===== src/assert_macros.svh =====
// Assertion macros shared by the frame receiver modules.
// Each macro expects signals named clk and rst_n in the using module.
`ifndef ASSERT_MACROS_SVH
`define ASSERT_MACROS_SVH

// Checked only out of reset.
`define WSFR_ASSERT(lbl, prop, msg) \
  lbl: assert property (@(posedge clk) disable iff (!rst_n) prop) else $error(msg);

// Checked at every edge, reset included.
`define WSFR_ASSERT_ALWAYS(lbl, prop, msg) \
  lbl: assert property (@(posedge clk) prop) else $error(msg);

`endif


===== src/wsfr_pkg.sv =====
// Types, constants and helpers for the WebSocket frame receiver.
// No dependencies; imported by wsfr_parser and websocket_frame_receiver.
package wsfr_pkg;

  localparam int LEN_W = 64;  // widest frame length accepted

  localparam logic [62:0] MAXLEN_RST   = 63'd1048500;
  localparam logic [15:0] CLOSE_NOCODE = 16'd1005;

  localparam logic [3:0] OP_CONT   = 4'h0;
  localparam logic [3:0] OP_BINARY = 4'h2;
  localparam logic [3:0] OP_CLOSE  = 4'h8;
  localparam logic [3:0] OP_PING   = 4'h9;
  localparam logic [3:0] OP_PONG   = 4'hA;

  localparam logic [6:0] LEN7_CTRL_MAX = 7'd125;
  localparam logic [6:0] LEN7_EXT16    = 7'd126;
  localparam logic [6:0] LEN7_EXT64    = 7'd127;

  typedef enum logic [1:0] {
    PH_FIRST  = 2'd0,
    PH_HEADER = 2'd1,
    PH_DATA   = 2'd2
  } wsfr_phase_t;

  typedef enum logic [1:0] {
    ERR_NONE     = 2'd0,
    ERR_PROTOCOL = 2'd1,
    ERR_TOO_LONG = 2'd2
  } wsfr_err_t;

  typedef struct packed {
    logic        data_valid;
    logic [7:0]  data_byte;
    logic [3:0]  frame_opcode;
    logic        frame_end;
    logic        message_end;
    logic        close_valid;
    logic [15:0] close_code;
    wsfr_err_t   error_kind;
  } wsfr_result_t;

  function automatic logic is_ctrl(input logic [3:0] op);
    return (op == OP_CLOSE) || (op == OP_PING) || (op == OP_PONG);
  endfunction

endpackage


===== src/wsfr_parser.sv =====
// Frame header parser and payload unmasker: one byte in, at most one word out.
// Depends on wsfr_pkg and assert_macros.svh.
`include "assert_macros.svh"

module wsfr_parser (
  input  logic                  clk,
  input  logic                  rst_n,
  input  logic                  take_i,
  input  logic [7:0]            byte_i,
  input  logic [62:0]           max_len_i,
  output logic                  res_valid_o,
  output wsfr_pkg::wsfr_result_t res_o
);
  import wsfr_pkg::*;

  wsfr_phase_t phase_r, phase_nxt;
  logic [7:0]  fhb_r, fhb_nxt;
  logic [3:0]  ext_r, ext_nxt;
  logic [3:0]  hcnt_r, hcnt_nxt;
  logic [3:0]  hsize_r, hsize_nxt;
  logic [63:0] rem_r, rem_nxt;
  logic [31:0] key_r, key_nxt;
  logic [1:0]  mpos_r, mpos_nxt;
  logic [15:0] cc_r, cc_nxt;
  logic [1:0]  pidx_r, pidx_nxt;
  logic        halted_r, halted_nxt;

  logic [3:0]  op;
  logic        fin;
  logic        rsv_set;
  logic [6:0]  len7;
  logic [3:0]  ext_w;
  logic        fail_early;
  logic [63:0] rem_w;
  logic [1:0]  ksel;
  logic [7:0]  dbyte;
  logic [63:0] rem_dec;
  logic        last;
  logic        too_long;
  logic [15:0] cc_w;

  assign op      = fhb_r[3:0];
  assign fin     = fhb_r[7];
  assign rsv_set = fhb_r[6:4] != 3'd0;
  assign len7    = byte_i[6:0];
  assign ext_w   = (len7 == LEN7_EXT64) ? 4'd8 : ((len7 == LEN7_EXT16) ? 4'd2 : 4'd0);
  assign ksel    = 2'd3 - mpos_r;
  assign dbyte   = byte_i ^ key_r[{ksel, 3'b000} +: 8];
  assign rem_dec = rem_r - 64'd1;
  assign last    = rem_dec == 64'd0;
  assign cc_w    = {cc_r[7:0], dbyte};

  always_comb begin
    phase_nxt  = phase_r;
    fhb_nxt    = fhb_r;
    ext_nxt    = ext_r;
    hcnt_nxt   = hcnt_r;
    hsize_nxt  = hsize_r;
    rem_nxt    = rem_r;
    key_nxt    = key_r;
    mpos_nxt   = mpos_r;
    cc_nxt     = cc_r;
    pidx_nxt   = pidx_r;
    halted_nxt = halted_r;
    fail_early = 1'b0;
    rem_w      = rem_r;
    too_long   = 1'b0;

    res_valid_o        = 1'b0;
    res_o              = '0;
    res_o.frame_opcode = op;
    res_o.error_kind   = ERR_NONE;

    if (take_i && !halted_r) begin
      unique case (phase_r)
        PH_FIRST: begin
          fhb_nxt   = byte_i;
          hcnt_nxt  = 4'd1;
          hsize_nxt = 4'd2;
          rem_nxt   = '0;
          key_nxt   = '0;
          mpos_nxt  = '0;
          cc_nxt    = '0;
          pidx_nxt  = '0;
          phase_nxt = PH_HEADER;
        end
        PH_HEADER: begin
          if (hcnt_r <= 4'd1) begin
            if (is_ctrl(op) && (rsv_set || len7 > LEN7_CTRL_MAX)) begin
              fail_early = 1'b1;
            end else begin
              ext_nxt   = ext_w;
              hsize_nxt = 4'd2 + ext_w + (byte_i[7] ? 4'd4 : 4'd0);
              if (len7 < LEN7_EXT16) rem_w = {57'd0, len7};
              hcnt_nxt  = 4'd2;
            end
          end else begin
            if (hcnt_r < 4'd2 + ext_r) rem_w = {rem_r[55:0], byte_i};
            else key_nxt = {key_r[23:0], byte_i};
            hcnt_nxt = hcnt_r + 4'd1;
          end
          rem_nxt = rem_w;

          if (fail_early) begin
            halted_nxt       = 1'b1;
            res_valid_o      = 1'b1;
            res_o.error_kind = ERR_PROTOCOL;
          end else if (hcnt_nxt >= hsize_nxt) begin
            // header complete: frame checks in priority order
            too_long = (rem_w > {1'b0, max_len_i}) ||
                       ((LEN_W < 64) && ((rem_w >> LEN_W) != 64'd0));
            priority if (too_long) begin
              halted_nxt       = 1'b1;
              res_valid_o      = 1'b1;
              res_o.error_kind = ERR_TOO_LONG;
            end else if (rsv_set || (op > OP_BINARY && !is_ctrl(op)) ||
                         (is_ctrl(op) && !fin)) begin
              halted_nxt       = 1'b1;
              res_valid_o      = 1'b1;
              res_o.error_kind = ERR_PROTOCOL;
            end else if (rem_w != 64'd0) begin
              phase_nxt = PH_DATA;
            end else begin
              // empty frame: one word without data
              phase_nxt         = PH_FIRST;
              res_valid_o       = 1'b1;
              res_o.frame_end   = 1'b1;
              res_o.message_end = fin;
              if (op == OP_CLOSE) begin
                halted_nxt        = 1'b1;
                res_o.close_valid = 1'b1;
                res_o.close_code  = CLOSE_NOCODE;
              end
            end
          end
        end
        PH_DATA: begin
          mpos_nxt = mpos_r + 2'd1;
          rem_nxt  = rem_dec;
          if (last) phase_nxt = PH_FIRST;
          if (op == OP_CLOSE) begin
            if (pidx_r < 2'd2) begin
              // first two bytes build the status code
              cc_nxt   = cc_w;
              pidx_nxt = pidx_r + 2'd1;
              if (last) begin
                halted_nxt  = 1'b1;
                res_valid_o = 1'b1;
                if (pidx_r == 2'd0) begin
                  res_o.error_kind = ERR_PROTOCOL;
                end else begin
                  res_o.frame_end   = 1'b1;
                  res_o.message_end = fin;
                  res_o.close_valid = 1'b1;
                  res_o.close_code  = cc_w;
                end
              end
            end else begin
              res_valid_o      = 1'b1;
              res_o.data_valid = 1'b1;
              res_o.data_byte  = dbyte;
              if (last) begin
                halted_nxt        = 1'b1;
                res_o.frame_end   = 1'b1;
                res_o.message_end = fin;
                res_o.close_valid = 1'b1;
                res_o.close_code  = cc_r;
              end
            end
          end else begin
            res_valid_o       = 1'b1;
            res_o.data_valid  = 1'b1;
            res_o.data_byte   = dbyte;
            res_o.frame_end   = last;
            res_o.message_end = last && fin;
          end
        end
        default: begin
          phase_nxt = PH_FIRST;
        end
      endcase
    end
  end

  always_ff @(posedge clk) begin
    if (!rst_n) begin
      phase_r  <= PH_FIRST;
      fhb_r    <= '0;
      ext_r    <= '0;
      hcnt_r   <= '0;
      hsize_r  <= 4'd2;
      rem_r    <= '0;
      key_r    <= '0;
      mpos_r   <= '0;
      cc_r     <= '0;
      pidx_r   <= '0;
      halted_r <= 1'b0;
    end else begin
      phase_r  <= phase_nxt;
      fhb_r    <= fhb_nxt;
      ext_r    <= ext_nxt;
      hcnt_r   <= hcnt_nxt;
      hsize_r  <= hsize_nxt;
      rem_r    <= rem_nxt;
      key_r    <= key_nxt;
      mpos_r   <= mpos_nxt;
      cc_r     <= cc_nxt;
      pidx_r   <= pidx_nxt;
      halted_r <= halted_nxt;
    end
  end

  `WSFR_ASSERT(a_halt_silent, halted_r |-> !res_valid_o, "halted parser produced a word")
  `WSFR_ASSERT(a_data_nonzero, (phase_r == PH_DATA) |-> (rem_r != 64'd0),
               "payload phase with zero bytes left")
  `WSFR_ASSERT(a_close_halts, (res_valid_o && res_o.close_valid) |=> halted_r,
               "completed close did not halt")

endmodule


===== src/websocket_frame_receiver.sv =====
// Top level of the WebSocket frame receiver: config register, parser and output skid.
// Depends on wsfr_pkg, wsfr_parser and assert_macros.svh.
//
//   channel | dir | handshake          | payload
//   in_     | in  | in_valid/in_stall  | in_byte
//   out_    | out | out_valid/out_stall| data/opcode/end flags/close code/error
//   cfg_    | in  | cfg_wr_en          | cfg_wr_data (max payload length)
//
// One byte is taken every cycle while in_stall is low. Its word, if any, is registered
// in the output register, or in the skid register while out_stall holds a full output
// register. in_stall rises only while the skid holds a word. Reset is synchronous,
// clears parser state and both output slots and loads the length limit with MAXLEN_RST.
// After an error or a completed close all bytes are taken and dropped until reset.
`include "assert_macros.svh"

module websocket_frame_receiver (
  input  logic        clk,
  input  logic        rst_n,
  input  logic        in_valid,
  output logic        in_stall,
  input  logic [7:0]  in_byte,
  output logic        out_valid,
  input  logic        out_stall,
  output logic        out_data_valid,
  output logic [7:0]  out_data_byte,
  output logic [3:0]  out_frame_opcode,
  output logic        out_frame_end,
  output logic        out_message_end,
  output logic        out_close_valid,
  output logic [15:0] out_close_code,
  output logic [1:0]  out_error_kind,
  input  logic        cfg_wr_en,
  input  logic [62:0] cfg_wr_data
);
  import wsfr_pkg::*;

  logic [62:0]  max_len_r;
  logic         take;
  logic         res_valid;
  wsfr_result_t res;

  logic         out_v_r, out_v_nxt;
  wsfr_result_t out_d_r, out_d_nxt;
  logic         skid_v_r, skid_v_nxt;
  wsfr_result_t skid_d_r, skid_d_nxt;
  logic         pop;

  assign in_stall = skid_v_r;
  assign take     = in_valid && !skid_v_r;
  assign pop      = out_v_r && !out_stall;

  wsfr_parser u_parser (
    .clk        (clk),
    .rst_n      (rst_n),
    .take_i     (take),
    .byte_i     (in_byte),
    .max_len_i  (max_len_r),
    .res_valid_o(res_valid),
    .res_o      (res)
  );

  always_ff @(posedge clk) begin
    if (!rst_n) max_len_r <= MAXLEN_RST;
    else if (cfg_wr_en) max_len_r <= cfg_wr_data;
  end

  always_comb begin
    out_v_nxt  = out_v_r;
    out_d_nxt  = out_d_r;
    skid_v_nxt = skid_v_r;
    skid_d_nxt = skid_d_r;
    if (pop) begin
      out_v_nxt = 1'b0;
    end
    priority if (skid_v_r && pop) begin
      // skid full means no new word this cycle
      out_v_nxt  = 1'b1;
      out_d_nxt  = skid_d_r;
      skid_v_nxt = 1'b0;
    end else if (res_valid && out_v_r && !pop) begin
      skid_v_nxt = 1'b1;
      skid_d_nxt = res;
    end else if (res_valid) begin
      out_v_nxt = 1'b1;
      out_d_nxt = res;
    end else begin
      out_v_nxt = out_v_nxt;
    end
  end

  always_ff @(posedge clk) begin
    if (!rst_n) begin
      out_v_r  <= 1'b0;
      skid_v_r <= 1'b0;
    end else begin
      out_v_r  <= out_v_nxt;
      skid_v_r <= skid_v_nxt;
    end
  end

  always_ff @(posedge clk) begin
    out_d_r  <= out_d_nxt;
    skid_d_r <= skid_d_nxt;
  end

  assign out_valid        = out_v_r;
  assign out_data_valid   = out_d_r.data_valid;
  assign out_data_byte    = out_d_r.data_byte;
  assign out_frame_opcode = out_d_r.frame_opcode;
  assign out_frame_end    = out_d_r.frame_end;
  assign out_message_end  = out_d_r.message_end;
  assign out_close_valid  = out_d_r.close_valid;
  assign out_close_code   = out_d_r.close_code;
  assign out_error_kind   = 2'(out_d_r.error_kind);

  `WSFR_ASSERT(a_skid_behind_out, skid_v_r |-> out_v_r, "skid holds a word ahead of output")
  `WSFR_ASSERT(a_skid_catch, (out_v_r && out_stall && res_valid) |=> skid_v_r,
               "word lost while output stalled")
  `WSFR_ASSERT_ALWAYS(a_reset_empty, !rst_n |=> (!out_v_r && !skid_v_r),
                      "output slots not empty after reset")

endmodule

===== config.mk =====
export PLATFORM = sky130hd
export DESIGN_NAME = websocket_frame_receiver
export DESIGN_NICKNAME = d
export VERILOG_FILES = /design/src/wsfr_pkg.sv /design/src/wsfr_parser.sv /design/src/websocket_frame_receiver.sv
export VERILOG_INCLUDE_DIRS = /design/src /design/src/src
export SDC_FILE = /design/constraint.sdc
export NUM_CORES = 1
export LEC_CHECK = 0
export BUFFER_PORTS_ARGS = -buffer_cell sky130_fd_sc_hd__buf_2
export CAP_MARGIN = 30
export CORE_MARGIN = 2
export CORE_UTILIZATION = 58
export CTS_BUF_LIST = sky130_fd_sc_hd__clkbuf_4 sky130_fd_sc_hd__clkbuf_8 sky130_fd_sc_hd__clkbuf_16
export CTS_CLUSTER_SIZE = 14
export DETAILED_ROUTE_END_ITERATION = 7
export GPL_ROUTABILITY_DRIVEN = 0
export PLACE_DENSITY_LB_ADDON = 0.2
export SLEW_MARGIN = 25
export SYNTH_ARGS = -nofsm -noshare
export SYNTH_HDL_FRONTEND = slang
export SYNTH_SLANG_ARGS = --single-unit

===== constraint.sdc =====
create_clock -name clk -period 10.19 [get_ports clk]
set_clock_uncertainty 0.2 [all_clocks]
set_input_delay 2.038 -clock clk [delete_from_list [all_inputs] [get_ports clk]]
set_output_delay 2.038 -clock clk [all_outputs]
set_load 0.01 [all_outputs]

==> After elaboration in Yosys (flattened, before gate mapping) <==
Cells that the tools add are included.
{ "word_totals": {"register_bits": 272, "in_bits": 76, "output_inout_bits": 36} }
{ "classes": {"n_addsub": 8, "magnitude_cmp": 8, "eq_ne": 20, "shift": 1, "n_mux": 90, "bitwise_logic": 4, "reduce_logical": 43} }
{ "ops": {"columns": ["cell", "n"], "rows": [
  ["64-bit two-way mux", 6],
  ["64-bit one-hot mux with 3 select lines", 1],
  ["19-bit two-way mux", 8],
  ["34-bit two-way mux", 3],
  ["64-bit by 63-bit > comparator with 1-bit output", 1],
  ["64-bit logical NOT", 1],
  ["32-bit two-way mux", 2],
  ["32-bit one-hot mux with 2 select lines", 1],
  ["64-bit nonzero test", 1],
  ["64-bit by 1-bit subtractor with 64-bit output (second input constant)", 1],
  ["21-bit two-way mux", 3],
  ["21-bit one-hot mux with 2 select lines", 1],
  ["4-bit two-way mux", 9],
  ["9-bit two-way mux", 4],
  ["16-bit two-way mux", 2],
  ["16-bit one-hot mux with 2 select lines", 1],
  ["32-bit by 6-bit variable part select with 8-bit output", 1],
  ["1-bit two-way mux", 27],
  ["2-bit two-way mux", 13],
  ["17-bit two-way mux", 1],
  ["4-bit one-hot mux with 2 select lines", 2],
  ["7-bit == test (second input constant)", 2],
  ["4-bit == test (second input constant)", 3],
  ["2-bit != test (second input constant)", 6],
  ["other kinds (35)", 74]
]} }

==> Logic depth before layout (Yosys ltp) <==
Gate-level depths: netlist (run 1).
{ "depth": {"depth_word": 20, "ltp_mapped": 19, "mapped_depth_nobuf": 17} }

==> Modules after synthesis <==
Synthesis (run 1) repeated with hierarchy kept, for this count alone.
{ "hier_totals": {"hier_cells": 2078, "hier_area_um2": 17060.1} }
{ "by_module_without_submodules": {"columns": ["module", "instances", "cells_each", "area_per_inst_um2"], "rows": [
  ["wsfr_parser", 1, 1756, 12169.2],
  ["websocket_frame_receiver", 1, 322, 4890.9]
]} }

==> Worst setup path after synthesis (run 1) <==
No wires, ideal clock.
{ "synth_timing": {"path_kind": "input-to-reg", "from": "input in_byte[4]", "to": "register out_d_r, in the netlist out_close_code[0] (enable)", "setup_ps": 477, "arrival_time_ps": 7738, "required_time_ps": 9513, "slack_ps": 1775, "stages": 17, "n_path_buf": 3, "cell_sequence": "clkbuf_1 nand2_1 nor3_1 nor3_1 clkbuf_1 buf_1 a21oi_1 ha_1 nand4_1 or3_1 o21ai_0 a221o_1 a211oi_1 o21ai_0 o311a_1 o31ai_1 a21boi_0"} }
{ "synth_via": {"elab_chain_len": 19, "word_cells_on_any_way": 43, "classes_between": "add/sub (2); order compare (4); eq/ne (3); mux (27); reduce/logical (7)"} }
{ "synth_lines": {"columns": ["element", "line_no", "rtl"], "rows": [
  ["from (decl)", "websocket_frame_receiver.sv:21", "input logic [7:0] in_byte,"],
  ["parallel branches: the longest is 12 deep, another holds 2-bit by 4-bit adder with 4-bit output", null, null],
  ["1-bit two-way mux (*)", "wsfr_parser.sv:104", "if (fail_early) begin"],
  ["1-bit one-hot mux with 2 select lines (*)", "wsfr_parser.sv:75", "unique case (phase_r)"],
  ["1-bit two-way mux (*)", "wsfr_parser.sv:74", "if (take_i && !halted_r) begin"],
  ["1-bit logical AND (2 in a row)", "websocket_frame_receiver.sv:80", "end else if (res_valid && out_v_r && !pop) begin"],
  ["2-bit != test (no source line)", null, null],
  ["2-bit AND reduction (no source line) (*)", null, null],
  ["to (signal assigned)", "websocket_frame_receiver.sv:102", "out_d_r <= out_d_nxt;"],
  ["to (decl)", "websocket_frame_receiver.sv:43", "wsfr_result_t out_d_r, out_d_nxt;"]
]} }
Every way passes the cells marked *. The select of a mux whose other input is x is not followed.
A chain may end at the register's enable or synchronous reset.

==> Worst setup path in the final report (run 1) <==
{ "layout_timing": {"from": "input in_byte[5]", "to": "register out_d_r, in the netlist out_data_byte[7] (enable)"} }
Same word-level chain as after synthesis.

==> out/qor.csv, run 1 <==
metric,value,unit
dr.pass1.iters,7,
ys.warnings.count,0,
yosys-top-cells-area,"dfxtp_1 (23%), edfxtp_1 (12%), nand2_1 (7.2%)",
htree_levels,1,
setup_viol,0,
whs,0.267,ns
synth_area_per_cell,7.92,µm²
initial_core_util,0.590,
gr-max-usage-layer,met2,
crit_required,10.33,ns
die_h,178,µm
synth_compound_area_frac,0.217,
pin_count,112,
yosysMostFrequentCell,nand2_1,
nNetsFinal,2358,
gr-usage-met3,0.0673,
met1_usage,0.444,
ir_drop,0.152,mV
io_buffers,111,
fin_area,0.0192,mm²
gr-total-overflow,0,
power.leakage,7.39,nW
grt_pass1_vias,15571,
clkTransAtPathRegs,0.07,ns
min_period,6.99,ns
cpPeakStageDelay,0.67,ns
vias,17003,
drive_above_1_share,0.112,
tightest_slew,1.05,ns
worstSetupPathType,in2reg,
synth-edff-count,68,
dieArea,0.0316,mm²
rsz0062_at_grt,no,
total_power,3.95,mW
cts_resized,0,
track_usage,0.327,
cpMostUsedCell,or4_1,
slew_headroom,0.299,
r2r_start,u_parser.hcnt_r[1]$_SDFFE_PN0P_,
finalNonFillerCells,2616,
hold_class,reg2reg,
critical_path.endpoint,out_data_byte[7]$_DFFE_PP_,
synth-seq-cells,270,
ff2ff_path_depth,18,
cts_sinks,270,
yosys.area_share.simple,0.261,
wl_per_cell,20.1,µm
syn_inst,2214,
path_max_fanout,26,
synth_common_cells,"nand2_1 (336), dfxtp_1 (202), a21oi_1 (168), clkbuf_1 (153), o21ai_0 (127)",
ant_nets,0,
post-route-drc-count,0,
ys_seq_area_frac,0.347,
post_cts_buffers,0,
synthAdderAreaFrac,0.0571,
drt-total-wl,52.7,mm
syn2layout_area_growth,9.53,%
reg2reg_setup_slack,3.57,ns
die_width,178,µm
drv_slew,0,
p_per_area,206,mW/mm²
rr_endpoint,out_data_byte[7]$_DFFE_PP_,
cts_tree,yes,
arrival,7.12,ns
placedCellCount,2558,
cts_max_path_buffers,3,
period_share,0.686,
crit_path_top_delay_cell,o31ai_1,
worst_setup_path_end_kind,flop,
synth-xor-area-share,0.0125,
cts-buffers-inserted,30,
postCtsHoldBufs,0,
startpoint_type,input pin,
status,finished clean,
ys_types,84,
ys_async_sr_fraction,0,
synthMuxAreaShare,0.0462,
yosysTopAreaCell,dfxtp_1,
finalHoldViolations,0,
avgViaCountPerCell,6.50,
maxCapViolations,0,
clkLatencyLatePin,0.59,ns
fp-row-count,63,
max_clock_freq,143,MHz
grt_pass1_wl,83.3,mm
synthesis.nets,2370,
path_cells,buf_2 > nand2_1 > nor3_1 > nor3_2 > buf_4 > a21oi_1 > ha_1 > nand4_1 > or4_1 > or4_1 > o311ai_0 > o21ai_0 > o311a_1 > o31ai_1 > a21boi_4 > buf_16,
antenna_cells,0,
dpl_cell_area,0.0181,mm²
grt_max_degree,112,
syn_area,0.0175,mm²
synth_top_area_frac,0.231,
yosys_most_used_dff,dfxtp_1,
fin_tns_setup,0,ns
gr-usage-met2,0.500,
cp-startpoint,in_byte[5],
coreArea,0.0297,mm²
synth_top_family_by_area,simple AND/OR/NAND/NOR gates,
dp.final_hpwl,36.4,mm
drt_iter0_drc,2273,
antenna_found_initial,0,
root_buffer,clkbuf_16,
==> critical path, delay by kind of cell <==
kind	cells	cell delay, ns
buf+inv	3	0.67
compound gates	6	2.10
fa+ha+maj	1	0.17
simple gates	6	2.11
==> worst min path at each step <==
| stage | start | to | slack, ns | cells after the start |
|---|---|---|---|---|
| final | u_parser.hsize_r[0]$_SDFFE_PN0P_ | u_parser.hsize_r[0]$_SDFFE_PN0P_ | 0.27 | 1 |
| after global routing | u_parser.key_r[29]$_SDFFE_PN0P_ | u_parser.key_r[29]$_SDFFE_PN0P_ | 0.29 | 2 |
| after CTS | u_parser.hsize_r[0]$_SDFFE_PN0P_ | u_parser.hsize_r[0]$_SDFFE_PN0P_ | 0.26 | 1 |
| after detailed placement | u_parser.hsize_r[0]$_SDFFE_PN0P_ | u_parser.hsize_r[0]$_SDFFE_PN0P_ | 0.26 | 1 |
| after global placement | u_parser.key_r[30]$_SDFFE_PN0P_ | u_parser.key_r[30]$_SDFFE_PN0P_ | 0.25 | 2 |
| after floorplan | u_parser.key_r[24]$_SDFFE_PN0P_ | u_parser.key_r[24]$_SDFFE_PN0P_ | 0.24 | 2 |
==> area by class of cell <==
cell class                      count  area [µm²]
Sequential cell                   270        6090
Multi-Input combinational cell   1673       10500
Inverter                           91         342
Fill cell                        2520       10500
Clock buffer                       37         828
Tap cell                          390         488
Clock inverter                     19         198
Timing Repair Buffer              136         788
==> cells in the final DEF, fill, tap and decap left out, types with 10 or more instances in the layout <==
master,n
nand3_1,72
nor3_1,51
mux2i_1,54
nand4_1,40
or2_2,12
buf_2,109
or4_1,18
ha_1,79
o21ai_0,127
a31oi_1,10
a21oi_1,168
nor2_1,99
xnor2_1,14
nand2_1,336
o211ai_1,24
a211oi_1,10
a21boi_0,47
o21a_1,15
a21o_1,21
inv_1,91
xor2_1,11
a32oi_1,12
o31ai_1,12
a22oi_1,57
edfxtp_1,68
nand2b_1,12
and2_1,45
nor2b_1,109
a221oi_1,11
nor4_1,43
dfxtp_1,202
and3_1,10
buf_4,25
or3_1,21
clkbuf_16,30
==> metrics by stage <==
stage                     utilization  worst slack, ns
after CTS                       0.644             3.35
after global placement          0.610             3.05
after global routing            0.646             2.98
after floorplan                     -             1.77
final                           0.646             3.20
after detailed placement        0.610             2.86
==> sequential cells by signal, indices dropped and copies added, names as in the netlist, 2 cells and up <==
signal / cells
u_parser.mpos_r: 2
u_parser.rem_r: 64
out_data_byte: 8
out_close_code: 16
u_parser.phase_r: 2
u_parser.ext_r: 2
u_parser.key_r: 32
max_len_r: 63
out_error_kind: 2
u_parser.cc_r: 16
out_frame_opcode: 4
u_parser.hcnt_r: 4
skid_d_r: 34
u_parser.pidx_r: 2
u_parser.fhb_r: 8
u_parser.hsize_r: 4
==> power by group <==
part	leakage (nW)	switching [mW]	internal [mW]
combinational	4.62	1.14	0.488
sequential	2.28	0.0646	1.15
clock	0.494	0.461	0.652
==> routing by layer <==
layer	routed length, µm	vias to the layer above
met5	0	-
met4	2350	0
met3	5670	223
met2	22800	1025
met1	21800	7818
li1	-	7937
==> cell families (layout without fill, tap and decap cells) <==
kind of cell / after synthesis / in the layout
AND/OR/NAND/NOR: 912 / 912
AO/OA/AOI/OAI: 586 / 586
buffers and inverters: 271 / 283
flip-flops: 270 / 270
adder cells (fa/ha/maj): 80 / 80
multiplexers: 70 / 70
XOR/XNOR: 25 / 25
Note: power is estimated with default switching activity, not from simulation.
==> run 2, diff against run 1 <==
CORE_UTILIZATION = 56   (was 58)
clock period = 5.95 ns   (was 10.19 ns; I/O delays follow)
==> out/qor.csv, run 2 (synthesis gave the netlist of run 1 again) <==
metric,value,unit
fp-row-count,64,
gr-total-overflow,0,
clkTransAtPathRegs,0.07,ns
dp.final_hpwl,38.2,mm
dieArea,0.0327,mm²
reg_top3,"u_parser.rem_r: 64 flops, max_len_r: 63 flops, skid_d_r: 34 flops",
slew_headroom,0.363,
ir_drop,0.300,mV
rsz0062_at_grt,no,
p_per_area,349,mW/mm²
met3WireLength,5.95,mm
maxCapViolations,0,
min_period,5.72,ns
finalNonFillerCells,2709,
antenna_cells,0,
fillers,2655,
post-route-drc-count,0,
path_max_fanout,49,
io_buffers,111,
htree_levels,1,
placedCellCount,2655,
final_cell_mix,"nand2_1 (336), dfxtp_1 (202), a21oi_1 (168), o21ai_0 (127)",
arrival,5.85,ns
wirelength_met1,22.7,mm
cts_max_path_buffers,3,
fin_util,0.647,
finalHoldViolations,0,
final_common_cell,nand2_1,
swShare,0.419,
tightest_slew,0.953,ns
switchingPower,2.90,mW
drt-total-wl,54.7,mm
crit_required,6.08,ns
cts-buffers-inserted,29,
die_width,181,µm
seqPwrFrac,0.296,
startpoint_type,flop,
syn2layout_area_growth,13.5,%
critPathBufInv,5,
root_buffer,clkbuf_16,
max_clock_freq,175,MHz
drt_iter0_drc,2461,
vias,17495,
antenna_found_initial,0,
grt_pass1_wl,86.7,mm
top_register,u_parser.rem_r,
nNetsFinal,2448,
cts_tree,yes,
ant_nets,0,
multi_input_area,0.0105,mm²
clkPwrFrac,0.261,
cts_resized,0,
crit_path_top_delay_cell,a211oi_1,
drv_slew,0,
dr_wl_met2,23.5,mm
wl_per_cell,20.2,µm
hold_class,reg2reg,
whs,0.263,ns
crit_family,compound AO/OA/AOI/OAI gates,
power_frac_comb,0.443,
period_share,0.961,
place_ws,-0.134,ns
largest_reg_flops,64,
dr.pass1.iters,7,
clkLatencyLatePin,0.58,ns
post_cts_buffers,0,
power.leakage,7.83,nW
p_int,4.03,mW
worst_setup_path_end_kind,flop,
fin_tns_setup,0,ns
setup_ws,0.232,ns
avgViaCountPerCell,6.46,
grt_pass1_vias,16181,
setup_viol,0,
path_cells,inv_1 > ha_1 > or2_0 > a211oi_4 > buf_12 > buf_4 > nand2_1 > a21oi_1 > ha_1 > a211oi_1 > o211ai_1 > o221ai_1 > o211ai_1 > a211oi_1 > o21ai_0 > o311a_1 > o31ai_2 > buf_4 > a21boi_4 > buf_16,
top_layer,met4,
grt_max_degree,113,
pin_count,112,
regArea,0.00609,mm²
initial_core_util,0.570,
cts_sinks,270,
drive_above_1_share,0.146,
coreArea,0.0307,mm²
worstSetupPathType,reg2reg,
track_usage,0.325,
status,finished clean,
postCtsHoldBufs,0,
die_h,181,µm
cpPeakStageDelay,0.69,ns
[run 2: cell types whose count changed in the layout (fill, tap and decap cells not counted), moves of 2 or more]
cell	previous run	this run
clkinvlp_2	3	0
buf_8	0	2
clkinvlp_4	2	4
buf_12	0	5
buf_4	25	109
[run 2: final timing paths]
path	startpoint	slack [ns]	end	cells past startpoint
min	u_parser.key_r[31]$_SDFFE_PN0P_	0.26	u_parser.key_r[31]$_SDFFE_PN0P_	2
min reg2reg	u_parser.key_r[31]$_SDFFE_PN0P_	0.26	u_parser.key_r[31]$_SDFFE_PN0P_	2
max reg2reg	u_parser.hcnt_r[1]$_SDFFE_PN0P_	0.23	out_data_byte[0]$_DFFE_PP_	20
max	u_parser.hcnt_r[1]$_SDFFE_PN0P_	0.23	out_data_byte[0]$_DFFE_PP_	20
[run 2: per-stage QoR]
step                power [mW]  instance area [µm²]
global route              7.26                19900
CTS                       6.84                19800
global placement          4.98                18900
finish                    6.93                19900
detailed placement        5.03                18900
floorplan                 4.06                17600
[run 2: layout make-up]
type | count | share of cell area
clock buffers | 34 | 0.0393
inverters | 91 | 0.0172
flip-flops and latches | 270 | 0.306
clock inverters | 18 | 0.00843
multi-input cells | 1673 | 0.527
repair buffers | 227 | 0.0770
well taps | 396 | 0.0249
[run 2: metal layers]
layer  global-route usage  vias to the layer above
met4                0.129                        0
met2                0.507                     1075
li1                     -                     8104
met5                    0                        -
met3               0.0639                      226
met1                0.443                     8090
[run 2: tightest hold or removal path: stages, from the launching register on]
cell and delay [ns]:
dfxtp_1 0.30, nand2_1 0.05, a21boi_0 0.06
[run 2: power by group through the flow]
stage | clock network [mW] | logic (mW) | registers, mW
floorplan | 0 | 2.00 | 2.06
global placement | 0 | 2.89 | 2.09
detailed placement | 0 | 2.94 | 2.09
CTS | 1.84 | 2.95 | 2.05
global route | 1.92 | 3.28 | 2.06
finish | 1.81 | 3.07 | 2.05
